`config.mk`:
```
export PLATFORM = sky130hd
export DESIGN_NAME = error_stats_convergence_monitor_core_flat
export DESIGN_NICKNAME = d
export VERILOG_FILES = /design/src/sv/escm_pkg.sv /design/src/sv/escm_in_if.sv /design/src/sv/escm_out_if.sv /design/src/sv/escm_acc.sv /design/src/sv/escm_div.sv /design/src/sv/error_stats_convergence_monitor_core.sv /design/src/flat_wrapper.sv
export VERILOG_INCLUDE_DIRS = /design/src /design/src/sv
export SDC_FILE = /design/constraint.sdc
export NUM_CORES = 2
export LEC_CHECK = 0
export ABC_AREA = 1
export BUFFER_PORTS_ARGS = -buffer_cell sky130_fd_sc_hd__clkbuf_2
export CAP_MARGIN = 20
export CORE_ASPECT_RATIO = 1.5
export CORE_MARGIN = 1
export CORE_UTILIZATION = 50
export CTS_CLUSTER_DIAMETER = 30
export CTS_CLUSTER_SIZE = 28
export DETAILED_ROUTE_END_ITERATION = 6
export PLACE_DENSITY = 0.63
export SYNTH_ARGS = -nofsm -noshare
export SYNTH_HDL_FRONTEND = slang
export SYNTH_SLANG_ARGS = --single-unit
export TNS_END_PERCENT = 1
```
`constraint.sdc`:
```
create_clock -name clk -period 10.3 [get_ports clk]
set_clock_uncertainty 0.2 [all_clocks]
set_input_delay 0 -clock clk [delete_from_list [all_inputs] [get_ports clk]]
set_output_delay 0 -clock clk [all_outputs]
set_load 0.02 [all_outputs]
```
`src/sv/assert_macros.svh`:
```
// ---------------------------------------------------------------------------
// assert_macros.svh
// Assertion shorthands for the RTL of the stats monitor.
// ---------------------------------------------------------------------------
`ifndef ASSERT_MACROS_SVH
`define ASSERT_MACROS_SVH

// Same-cycle implication, checked outside reset
`define ASSERT_SAME(lbl, clk, rst, pre, post, msg) \
  lbl: assert property (@(posedge clk) disable iff (rst) (pre) |-> (post)) else $error(msg);

// Next-cycle implication, checked outside reset
`define ASSERT_NEXT(lbl, clk, rst, pre, post, msg) \
  lbl: assert property (@(posedge clk) disable iff (rst) (pre) |=> (post)) else $error(msg);

`endif

```
`src/sv/escm_pkg.sv`:
```
// ---------------------------------------------------------------------------
// escm_pkg
// Types and constants of the error stats convergence monitor.
// ---------------------------------------------------------------------------
`timescale 1ns / 1ps

package escm_pkg;

  localparam int ERR_W      = 32;
  localparam int POS_SUM_W  = 55;
  localparam int SUM_W      = 56;
  localparam int MEAN_W     = 32;
  localparam int OUT_CNT_W  = 24;
  localparam int CFG_DATA_W = 32;
  localparam int CFG_IDX_W  = 2;
  localparam int FAIL_W     = 8;
  localparam int TARGET_W   = 31;

  localparam logic signed [ERR_W-1:0] ERR_MAX = {1'b0, {(ERR_W-1){1'b1}}};
  localparam logic signed [ERR_W-1:0] ERR_MIN = {1'b1, {(ERR_W-1){1'b0}}};
  localparam logic [SUM_W-1:0] NEG_MAG_MAX = {1'b1, {(SUM_W-1){1'b0}}};
  localparam logic [MEAN_W-1:0] MEAN_MAX = {1'b1, {(MEAN_W-1){1'b0}}};

  // Configuration register indexes
  typedef enum logic [CFG_IDX_W-1:0] {
    REG_WEAK_THRESH   = 2'd0,
    REG_REDUCE_THRESH = 2'd1,
    REG_TARGET        = 2'd2,
    REG_FAILED_MAX    = 2'd3
  } cfg_reg_t;

  // Item kinds on the input channel
  typedef enum logic {
    KIND_SAMPLE = 1'b0,
    KIND_END    = 1'b1
  } item_kind_t;

  // Iteration outcome codes
  typedef enum logic [2:0] {
    OC_FIRST     = 3'd0,
    OC_NO_SAMPLE = 3'd1,
    OC_INCREASED = 3'd2,
    OC_LOW_RED   = 3'd3,
    OC_REDUCED   = 3'd4
  } outcome_t;

  // Sequencer states
  typedef enum logic [1:0] {
    S_IDLE,
    S_DIV,
    S_MUL,
    S_FIN
  } state_t;

  // Accumulated statistics (counts travel separately, their width is a parameter)
  typedef struct packed {
    logic signed [ERR_W-1:0] min_v;
    logic signed [ERR_W-1:0] max_v;
    logic [POS_SUM_W-1:0]    pos_sum;
    logic [SUM_W-1:0]        neg_mag;
    logic [SUM_W-1:0]        abs_sum;
  } acc_stats_t;

endpackage

```
`src/sv/escm_in_if.sv`:
```
// ---------------------------------------------------------------------------
// escm_in_if
// Input request channel: error samples and end-of-iteration marks.
// ---------------------------------------------------------------------------
`timescale 1ns / 1ps

interface escm_in_if;
  logic        valid;
  logic        ready;
  logic        kind;
  logic [31:0] error_value;
  logic [31:0] weight;

  modport source (output valid, kind, error_value, weight, input ready);
  modport sink   (input valid, kind, error_value, weight, output ready);
endinterface

```
`src/sv/escm_out_if.sv`:
```
// ---------------------------------------------------------------------------
// escm_out_if
// Result request channel: one stats record per iteration.
// ---------------------------------------------------------------------------
`timescale 1ns / 1ps

interface escm_out_if;
  logic        valid;
  logic        ready;
  logic [31:0] min_error;
  logic [31:0] max_error;
  logic [54:0] positive_sum;
  logic [23:0] positive_count;
  logic [55:0] negative_sum;
  logic [23:0] negative_count;
  logic [55:0] absolute_sum;
  logic [23:0] sample_count;
  logic [31:0] mean_abs_error;
  logic [2:0]  outcome;
  logic [7:0]  failed_count;
  logic        converged;

  modport source (output valid, min_error, max_error, positive_sum, positive_count,
                  negative_sum, negative_count, absolute_sum, sample_count,
                  mean_abs_error, outcome, failed_count, converged,
                  input ready);
  modport sink   (input valid, min_error, max_error, positive_sum, positive_count,
                  negative_sum, negative_count, absolute_sum, sample_count,
                  mean_abs_error, outcome, failed_count, converged,
                  output ready);
endinterface

```
`src/sv/escm_acc.sv`:
```
// ---------------------------------------------------------------------------
// escm_acc
// Per-iteration accumulators: min, max, saturating sums and counts.
// ---------------------------------------------------------------------------
`timescale 1ns / 1ps

module escm_acc
  import escm_pkg::*;
#(
  parameter int COUNT_BITS = 24
) (
  input  logic                    clk,
  input  logic                    rst,
  input  logic                    sample_en,
  input  logic                    clear,
  input  logic [ERR_W-1:0]        error_value,
  input  logic [31:0]             weight,
  input  logic [31:0]             weak_thresh,
  output acc_stats_t              stats,
  output logic [COUNT_BITS-1:0]   pos_count,
  output logic [COUNT_BITS-1:0]   neg_count,
  output logic [COUNT_BITS-1:0]   abs_count
);

  localparam logic [COUNT_BITS-1:0] CNT_MAX = '1;

  logic signed [ERR_W-1:0] e;
  logic                    take;
  logic [ERR_W-1:0]        mag;
  logic [POS_SUM_W:0]      pos_sum_ext;
  logic [SUM_W:0]          neg_sum_ext;
  logic [SUM_W:0]          abs_sum_ext;

  assign e = error_value;

  // Drop weak samples and the sentinel code
  assign take = sample_en && (weight >= weak_thresh) && (e != ERR_MAX);

  // Magnitude fits 32 bits unsigned, including the most negative code
  assign mag = e[ERR_W-1] ? (ERR_W'(0) - error_value) : error_value;

  assign pos_sum_ext = {1'b0, stats.pos_sum} + (POS_SUM_W+1)'(mag);
  assign neg_sum_ext = {1'b0, stats.neg_mag} + (SUM_W+1)'(mag);
  assign abs_sum_ext = {1'b0, stats.abs_sum} + (SUM_W+1)'(mag);

  // Update or clear the accumulators
  always_ff @(posedge clk) begin
    if (rst || clear) begin
      stats.min_v   <= ERR_MAX;
      stats.max_v   <= ERR_MIN;
      stats.pos_sum <= '0;
      stats.neg_mag <= '0;
      stats.abs_sum <= '0;
      pos_count     <= '0;
      neg_count     <= '0;
      abs_count     <= '0;
    end else if (take) begin
      if (e > stats.max_v) stats.max_v <= e;
      if (e < stats.min_v) stats.min_v <= e;
      if (e > 0) begin
        stats.pos_sum <= pos_sum_ext[POS_SUM_W] ? '1 : pos_sum_ext[POS_SUM_W-1:0];
        if (pos_count != CNT_MAX) pos_count <= pos_count + 1'b1;
      end else if (e < 0) begin
        stats.neg_mag <= (neg_sum_ext > (SUM_W+1)'(NEG_MAG_MAX)) ? NEG_MAG_MAX
                                                                 : neg_sum_ext[SUM_W-1:0];
        if (neg_count != CNT_MAX) neg_count <= neg_count + 1'b1;
      end
      stats.abs_sum <= abs_sum_ext[SUM_W] ? '1 : abs_sum_ext[SUM_W-1:0];
      if (abs_count != CNT_MAX) abs_count <= abs_count + 1'b1;
    end
  end

endmodule

```
`src/sv/escm_div.sv`:
```
// ---------------------------------------------------------------------------
// escm_div
// Restoring divider, one quotient bit per cycle: absolute sum by count.
// ---------------------------------------------------------------------------
`timescale 1ns / 1ps

module escm_div
  import escm_pkg::*;
#(
  parameter int COUNT_BITS = 24
) (
  input  logic                  clk,
  input  logic                  rst,
  input  logic                  start,
  input  logic [SUM_W-1:0]      dividend,
  input  logic [COUNT_BITS-1:0] divisor,
  output logic                  done,
  output logic [SUM_W-1:0]      quotient
);

  localparam int STEP_W = $clog2(SUM_W);
  localparam logic [STEP_W-1:0] LAST_STEP = STEP_W'(SUM_W - 1);

  logic                  busy;
  logic [STEP_W-1:0]     step;
  logic [COUNT_BITS-1:0] rem;
  logic [COUNT_BITS-1:0] dsr;
  logic [COUNT_BITS:0]   rem_sh;
  logic [COUNT_BITS:0]   diff;

  // Shift in the next dividend bit and trial-subtract
  assign rem_sh = {rem, quotient[SUM_W-1]};
  assign diff   = rem_sh - {1'b0, dsr};

  // Control: busy flag, step counter, done pulse
  always_ff @(posedge clk) begin
    if (rst) begin
      busy <= 1'b0;
      done <= 1'b0;
      step <= '0;
    end else begin
      done <= 1'b0;
      if (start) begin
        busy <= 1'b1;
        step <= '0;
      end else if (busy) begin
        step <= step + 1'b1;
        if (step == LAST_STEP) begin
          busy <= 1'b0;
          done <= 1'b1;
        end
      end
    end
  end

  // Datapath: remainder and quotient shift register
  always_ff @(posedge clk) begin
    if (start) begin
      rem      <= '0;
      dsr      <= divisor;
      quotient <= dividend;
    end else if (busy) begin
      if (!diff[COUNT_BITS]) begin
        rem <= diff[COUNT_BITS-1:0];
      end else begin
        rem <= rem_sh[COUNT_BITS-1:0];
      end
      quotient <= {quotient[SUM_W-2:0], ~diff[COUNT_BITS]};
    end
  end

endmodule

```
`src/sv/error_stats_convergence_monitor_core.sv`:
```
// ---------------------------------------------------------------------------
// error_stats_convergence_monitor_core
// Error statistics over an iteration, mean absolute error and convergence.
// ---------------------------------------------------------------------------
//  channel  | dir | payload                                    | handshake
//  in_ch    | in  | kind, error_value, weight                  | valid/ready
//  out_ch   | out | min/max, sums, counts, mean, outcome, ...  | valid/ready
//  cfg      | in  | cfg_index, cfg_data                        | cfg_we only
//
//  A sample request is taken whenever it is valid in idle; ready stays high in idle.
//  An end-of-iteration request holds ready low through the divide state (one
//  quotient bit per divider step), the divider's done pulse, the multiply state
//  and the finish state; with no samples only the multiply and finish states.
//  Reset is synchronous on rst; it clears the control, accumulator, history,
//  configuration and output valid state, but not the mean, the products or
//  the output payload; there is no clearing pass. The result sits in an output
//  register; the finish cycle waits while that register still holds a result that has not been taken.
// ---------------------------------------------------------------------------
`timescale 1ns / 1ps
`include "assert_macros.svh"

module error_stats_convergence_monitor_core
  import escm_pkg::*;
#(
  parameter int COUNT_BITS = 24
) (
  input  logic                  clk,
  input  logic                  rst,
  input  logic                  cfg_we,
  input  logic [CFG_IDX_W-1:0]  cfg_index,
  input  logic [CFG_DATA_W-1:0] cfg_data,
  escm_in_if.sink               in_ch,
  escm_out_if.source            out_ch
);

  // Configuration registers
  logic [31:0]         weak_thresh;
  logic [31:0]         reduce_thresh;
  logic [TARGET_W-1:0] target_err;
  logic [FAIL_W-1:0]   failed_max;

  // Sequencer and history
  state_t            state;
  state_t            state_next;
  logic [MEAN_W-1:0] mean;
  logic              mean_valid;
  logic [63:0]       prod;
  logic [47:0]       red_sh;
  logic [MEAN_W-1:0] prev_mean;
  logic              prev_valid;
  logic              has_history;
  logic [FAIL_W-1:0] fail_counter;

  // Accumulator and divider links
  acc_stats_t            stats;
  logic [COUNT_BITS-1:0] pos_count;
  logic [COUNT_BITS-1:0] neg_count;
  logic [COUNT_BITS-1:0] abs_count;
  logic                  div_start;
  logic                  div_done;
  logic [SUM_W-1:0]      quotient;
  logic [MEAN_W-1:0]     quot_clamped;

  logic in_accept;
  logic sample_en;
  logic end_accept;
  logic load_out;
  logic out_free;

  logic              low_red;
  outcome_t          outcome;
  logic [FAIL_W-1:0] fail_next;
  logic              conv;
  logic [31:0]       pc_ext;
  logic [31:0]       nc_ext;
  logic [31:0]       ac_ext;

  // Take configuration writes
  always_ff @(posedge clk) begin
    if (rst) begin
      weak_thresh   <= 32'd0;
      reduce_thresh <= 32'd3277;
      target_err    <= TARGET_W'(1);
      failed_max    <= FAIL_W'(3);
    end else if (cfg_we) begin
      unique case (cfg_reg_t'(cfg_index))
        REG_WEAK_THRESH:   weak_thresh   <= cfg_data;
        REG_REDUCE_THRESH: reduce_thresh <= cfg_data;
        REG_TARGET:        target_err    <= cfg_data[TARGET_W-1:0];
        REG_FAILED_MAX:    failed_max    <= cfg_data[FAIL_W-1:0];
        default: ;
      endcase
    end
  end

  assign in_accept  = in_ch.valid && in_ch.ready;
  assign sample_en  = in_accept && (item_kind_t'(in_ch.kind) == KIND_SAMPLE);
  assign end_accept = in_accept && (item_kind_t'(in_ch.kind) == KIND_END);
  assign out_free   = !out_ch.valid || out_ch.ready;

  escm_acc #(.COUNT_BITS(COUNT_BITS)) u_acc (
    .clk         (clk),
    .rst         (rst),
    .sample_en   (sample_en),
    .clear       (load_out),
    .error_value (in_ch.error_value),
    .weight      (in_ch.weight),
    .weak_thresh (weak_thresh),
    .stats       (stats),
    .pos_count   (pos_count),
    .neg_count   (neg_count),
    .abs_count   (abs_count)
  );

  escm_div #(.COUNT_BITS(COUNT_BITS)) u_div (
    .clk      (clk),
    .rst      (rst),
    .start    (div_start),
    .dividend (stats.abs_sum),
    .divisor  (abs_count),
    .done     (div_done),
    .quotient (quotient)
  );

  // Clamp the quotient to 2^31
  assign quot_clamped = ((quotient[SUM_W-1:MEAN_W] != '0) ||
                         (quotient[MEAN_W-1] && (quotient[MEAN_W-2:0] != '0)))
                        ? MEAN_MAX : quotient[MEAN_W-1:0];

  // Next state
  always_comb begin
    state_next = state;
    unique case (state)
      S_IDLE: if (end_accept) state_next = (abs_count != '0) ? S_DIV : S_MUL;
      S_DIV:  if (div_done) state_next = S_MUL;
      S_MUL:  state_next = S_FIN;
      S_FIN:  if (out_free) state_next = S_IDLE;
      default: state_next = S_IDLE;
    endcase
  end

  // Sequencer outputs
  always_comb begin
    in_ch.ready = 1'b0;
    div_start   = 1'b0;
    load_out    = 1'b0;
    unique case (state)
      S_IDLE: begin
        in_ch.ready = 1'b1;
        div_start   = end_accept && (abs_count != '0);
      end
      S_FIN:  load_out = out_free;
      default: ;
    endcase
  end

  always_ff @(posedge clk) begin
    if (rst) begin
      state <= S_IDLE;
    end else begin
      state <= state_next;
    end
  end

  // Capture the mean and form the reduction products
  always_ff @(posedge clk) begin
    if (state == S_IDLE && end_accept) begin
      mean       <= '0;
      mean_valid <= (abs_count != '0);
    end else if (state == S_DIV && div_done) begin
      mean <= quot_clamped;
    end
    if (state == S_MUL) begin
      prod   <= 64'(reduce_thresh) * 64'(mean);
      red_sh <= {prev_mean - mean, 16'd0};
    end
  end

  // Classify the iteration
  always_comb begin
    low_red = 1'b0;
    if (mean_valid && prev_valid && (mean <= prev_mean)) begin
      if (mean != '0) begin
        low_red = {16'd0, red_sh} < prod;
      end else begin
        low_red = (reduce_thresh != '0);
      end
    end
    priority if (!has_history)              outcome = OC_FIRST;
    else if (!mean_valid || !prev_valid)    outcome = OC_NO_SAMPLE;
    else if (mean > prev_mean)              outcome = OC_INCREASED;
    else if (low_red)                       outcome = OC_LOW_RED;
    else                                    outcome = OC_REDUCED;
    if (!has_history || outcome == OC_REDUCED) begin
      fail_next = '0;
    end else begin
      fail_next = (fail_counter == '1) ? fail_counter : fail_counter + 1'b1;
    end
    conv = (mean_valid && (mean < {1'b0, target_err})) || (fail_next >= failed_max);
  end

  // History registers
  always_ff @(posedge clk) begin
    if (rst) begin
      prev_mean    <= '0;
      prev_valid   <= 1'b0;
      has_history  <= 1'b0;
      fail_counter <= '0;
    end else if (load_out) begin
      prev_mean    <= mean;
      prev_valid   <= mean_valid;
      has_history  <= 1'b1;
      fail_counter <= fail_next;
    end
  end

  assign pc_ext = 32'(pos_count);
  assign nc_ext = 32'(neg_count);
  assign ac_ext = 32'(abs_count);

  // Output register
  always_ff @(posedge clk) begin
    if (rst) begin
      out_ch.valid <= 1'b0;
    end else if (load_out) begin
      out_ch.valid <= 1'b1;
    end else if (out_ch.ready) begin
      out_ch.valid <= 1'b0;
    end
  end

  always_ff @(posedge clk) begin
    if (load_out) begin
      out_ch.min_error      <= stats.min_v;
      out_ch.max_error      <= stats.max_v;
      out_ch.positive_sum   <= stats.pos_sum;
      out_ch.positive_count <= pc_ext[OUT_CNT_W-1:0];
      out_ch.negative_sum   <= SUM_W'(0) - stats.neg_mag;
      out_ch.negative_count <= nc_ext[OUT_CNT_W-1:0];
      out_ch.absolute_sum   <= stats.abs_sum;
      out_ch.sample_count   <= ac_ext[OUT_CNT_W-1:0];
      out_ch.mean_abs_error <= mean;
      out_ch.outcome        <= outcome;
      out_ch.failed_count   <= fail_next;
      out_ch.converged      <= conv;
    end
  end

  // Checks
  `ASSERT_SAME(a_div_done_in_div, clk, rst, div_done, state == S_DIV,
               "divider done outside divide state")
  `ASSERT_SAME(a_no_overwrite, clk, rst, load_out, !out_ch.valid || out_ch.ready,
               "result overwritten before taken")
  `ASSERT_NEXT(a_clear_after_load, clk, rst, load_out,
               (abs_count == '0) && (stats.abs_sum == '0), "accumulators not cleared")

endmodule
```
`src/flat_wrapper.sv`:
```
// flat-port wrapper written by rule: the top's interface ports become plain ports
module error_stats_convergence_monitor_core_flat import escm_pkg::*;
#(
  parameter int COUNT_BITS = 24
)
  (clk, rst, cfg_we, cfg_index, cfg_data, in_ch_valid, in_ch_kind, in_ch_error_value, in_ch_weight, in_ch_ready, out_ch_valid, out_ch_min_error, out_ch_max_error, out_ch_positive_sum, out_ch_positive_count, out_ch_negative_sum, out_ch_negative_count, out_ch_absolute_sum, out_ch_sample_count, out_ch_mean_abs_error, out_ch_outcome, out_ch_failed_count, out_ch_converged, out_ch_ready);
  escm_in_if in_ch_i ();
  escm_out_if out_ch_i ();
  input  logic clk;
  input  logic rst;
  input  logic cfg_we;
  input  logic [CFG_IDX_W-1:0] cfg_index;
  input  logic [CFG_DATA_W-1:0] cfg_data;
  input wire logic [$bits(in_ch_i.valid)-1:0] in_ch_valid;
  input wire logic [$bits(in_ch_i.kind)-1:0] in_ch_kind;
  input wire logic [$bits(in_ch_i.error_value)-1:0] in_ch_error_value;
  input wire logic [$bits(in_ch_i.weight)-1:0] in_ch_weight;
  output wire logic [$bits(in_ch_i.ready)-1:0] in_ch_ready;
  output wire logic [$bits(out_ch_i.valid)-1:0] out_ch_valid;
  output wire logic [$bits(out_ch_i.min_error)-1:0] out_ch_min_error;
  output wire logic [$bits(out_ch_i.max_error)-1:0] out_ch_max_error;
  output wire logic [$bits(out_ch_i.positive_sum)-1:0] out_ch_positive_sum;
  output wire logic [$bits(out_ch_i.positive_count)-1:0] out_ch_positive_count;
  output wire logic [$bits(out_ch_i.negative_sum)-1:0] out_ch_negative_sum;
  output wire logic [$bits(out_ch_i.negative_count)-1:0] out_ch_negative_count;
  output wire logic [$bits(out_ch_i.absolute_sum)-1:0] out_ch_absolute_sum;
  output wire logic [$bits(out_ch_i.sample_count)-1:0] out_ch_sample_count;
  output wire logic [$bits(out_ch_i.mean_abs_error)-1:0] out_ch_mean_abs_error;
  output wire logic [$bits(out_ch_i.outcome)-1:0] out_ch_outcome;
  output wire logic [$bits(out_ch_i.failed_count)-1:0] out_ch_failed_count;
  output wire logic [$bits(out_ch_i.converged)-1:0] out_ch_converged;
  input wire logic [$bits(out_ch_i.ready)-1:0] out_ch_ready;
  assign in_ch_i.valid = in_ch_valid;
  assign in_ch_i.kind = in_ch_kind;
  assign in_ch_i.error_value = in_ch_error_value;
  assign in_ch_i.weight = in_ch_weight;
  assign in_ch_ready = in_ch_i.ready;
  assign out_ch_valid = out_ch_i.valid;
  assign out_ch_min_error = out_ch_i.min_error;
  assign out_ch_max_error = out_ch_i.max_error;
  assign out_ch_positive_sum = out_ch_i.positive_sum;
  assign out_ch_positive_count = out_ch_i.positive_count;
  assign out_ch_negative_sum = out_ch_i.negative_sum;
  assign out_ch_negative_count = out_ch_i.negative_count;
  assign out_ch_absolute_sum = out_ch_i.absolute_sum;
  assign out_ch_sample_count = out_ch_i.sample_count;
  assign out_ch_mean_abs_error = out_ch_i.mean_abs_error;
  assign out_ch_outcome = out_ch_i.outcome;
  assign out_ch_failed_count = out_ch_i.failed_count;
  assign out_ch_converged = out_ch_i.converged;
  assign out_ch_i.ready = out_ch_ready;
  error_stats_convergence_monitor_core #(.COUNT_BITS(COUNT_BITS)) u_core (.clk(clk), .rst(rst), .cfg_we(cfg_we), .cfg_index(cfg_index), .cfg_data(cfg_data), .in_ch(in_ch_i), .out_ch(out_ch_i));
endmodule
```
==> qor.txt <==
initial drt markers - 6,335
Num Clock Sinks - 1,039
CTS clk-pin slew, worst paths - 60 ps
# IOs - 453
RSZ-0062 raised after global routing - false
top post-synthesis cells by area - fa_1 (20%), edfxtp_1 (17%), dfxtp_1 (11%), nand2_1 (11%), inv_1 (10%)
Synth Cell Area - 91,240 sq um
Final Wtd Congestion - 1.047
Design Power - 15.70 mW
crit share post-route - 90.24%
Peak VDD IR - 0.1945 mV
Final #Nets - 13,570
post-route insts no fill - 14,550
area leader, netlist - fa_1
top_reg_cell synth - edfxtp_1
Die Footprint - 184,200 sq um
CTS tree - done
number of flops mapped to enable cells by yosys - 524
Crit Path Class - flop to flop
root buffer cell - clkbuf_16
total gr overflow - 0
fraction of layout cells with a size suffix above 1 - 9.885%
Buffers on Ports - 452
Slew Limit Fails - 0
initial antenna violation count - 13
Routed Antenna Nets - 0
Post-CTS Setup Bufs - 0
Final min period - 9295 ps
hold_ws - 57.20 ps
total detailed-routing wirelength - 359,100 um
pwr/cell area - 149.9 nW/um^2
worst-margin pin slew - 1265 ps
Overall Global Routing Usage - 39.18%
post-CTS resize count - 0
Max Cap Viol - 0
asr flop ratio synth - 0%
# DRC - 0
largest net degree at the start of global routing - 117
# setup viols final - 0
Yosys warning count - 0
Critical Path AT - 9780 ps
height of the die - 525.2 um
Mapped Nets - 13,050
Row Count - 191
CTS Hold Bufs - 153
Initial Util - 50.44%
placed insts - 14,020
crit path capture type - flop
post-synthesis sequential area ratio - 28.55%
vias post-DR - 80,020
Synth Instances - 11,460
status - completed
Mapped Avg Cell Area - 7.965 sq um
cts bufs inserted - 208
setup tns final - 0 ps
Worst-Skew Late Latency - 870 ps
Distinct cells, synth - 65
Leak - 53.16 nW
placed cell area - 96,010 sq um
number of synthesized register bits - 1,039
Core ar. - 180,900 sq um
design area - 104,700 sq um
max_slew headroom - 14.78%
Final HPWL DP - 283,100 um
vias in the first global route - 83,160
Synth top area share - 19.77%
met3 WL post-DR - 23,280 um
Fmax - 107.6 MHz
first-pass GRT wire length - 528,400 um
Crit Path Max Fanout - 14
area growth from synthesis to layout - 14.80%
routed length on met2 - 176,800 um
Setup crit start kind - flop
Hold Path Class - input pin to flop
Max clock buf depth - 4
htree depth - 4
Worst EP required - 10,780 ps
final-report hold violation count - 0
mean routed wirelength per cell - 24.67 um
top sig layer - met5
Vias per Instance - 5.498
drt pass-1 iters - 7
WL met1 - 120,400 um
Die X-Extent - 350.8 um
cells in the final DEF (no fill, tap or decap), types with 452 or more instances in the layout:
| cell type | count |
|---|---|
| a21oi_1 | 672 |
| dfxtp_1 | 498 |
| nand2_1 | 2562 |
| o21ai_0 | 521 |
| fa_1 | 901 |
| nor2_1 | 650 |
| edfxtp_1 | 524 |
| clkbuf_2 | 452 |
| inv_1 | 2530 |
| ha_1 | 592 |
worst max-delay path: stages, from the launching register on:
cell      delay [ps]
dfxtp_1         1040
buf_4            450
nand2_1          120
fa_1             550
fa_1             570
inv_1             60
fa_1             480
fa_1             670
fa_1             510
fa_1             540
fa_1             420
ha_1             280
ha_1             640
nand2_1          130
nor2_1           220
inv_1            110
nor4_1           970
nand4_1          370
nand3_1          310
nand3_1          110
o211ai_1         120
xor2_1           220
sequential cells by signal, indices dropped and copies added, names as in the netlist, 55 cells and up:
name and flops:
u_core.u_acc.stats 231, u_core.prod 64, u_core.out_ch.absolute_sum 56, u_core.out_ch.negative_sum 56, u_core.u_div.quotient 56, u_core.out_ch.positive_sum 55
path summary, 6_finish.rpt:
check	end	startpoint	slack [ps]	depth (start not counted)
max reg2reg	u_core.prod[58]	u_core.mean[19]	1010	21
min	u_core.u_acc.stats[179]	in_ch_error_value[12]	60	4
min reg2reg	u_core.out_ch.positive_sum[2]	u_core.u_acc.stats[114]	250	0
max	u_core.prod[58]	u_core.mean[19]	1010	21
power by group:
group          internal, mW  switching (mW)  leakage (nW)
combinational          1.05            2.44          40.7
sequential             4.89           0.358          9.08
clock                  4.42            2.53          3.43
total                  10.4            5.33          53.2
layer usage:
layer,track usage [%],vias to the layer above
li1,-,36620
met1,39.88,38880
met2,67.82,3196
met3,7.478,1317
met4,34.88,8
met5,0,-
synth_stat cells (22+ instances only):
master,instances
nand2_1,2563
inv_1,2535
fa_1,901
a21oi_1,673
nor2_1,653
ha_1,593
edfxtp_1,524
o21ai_0,523
dfxtp_1,515
clkbuf_1,394
nand3_1,348
xor2_1,232
nand4_1,138
nor3_1,121
xnor2_1,113
nor4_1,96
nand2_2,61
a21oi_2,51
a31oi_1,48
buf_2,41
a211oi_1,40
a21o_1,22
nor2_2,22
layout make-up:
cell class                 instances  area (sq um)
antenna                            2         5.005
clock buffer                     242          5590
clock inverter                   137          1580
fill                           16770         76160
inverter                        2556          9608
multi-input combinational       7405         53840
sequential                      1039         26070
tap                             2412          3018
timing repair buffer             761          5034
logic make-up (layout without fill, tap and decap cells):
family | after synthesis | count (layout) | share of synthesized area (%)
and+or+nand+nor | 4072 | 4072 | 18.63
buffers and inverters | 3011 | 3696 | 12.58
adders and majority gates | 1494 | 1494 | 27.90
AOI/OAI and AO/OA | 1493 | 1493 | 9.022
DFF | 1039 | 1039 | 28.55
xor gates and xnor gates | 345 | 345 | 3.312
muxes | 1 | 1 | 0.01097
other | 0 | 2 | 0
through the flow:
stage / worst slack, ps / utilization (%)
6_report: 1005 / 57.90
2_1_floorplan: 777.2 / -
5_1_grt: 1125 / 57.90
4_1_cts: 1404 / 57.88
3_3_place_gp: 1260 / 53.03
3_5_place_dp: 1388 / 53.07
Note: power is estimated with default switching activity, not from simulation.
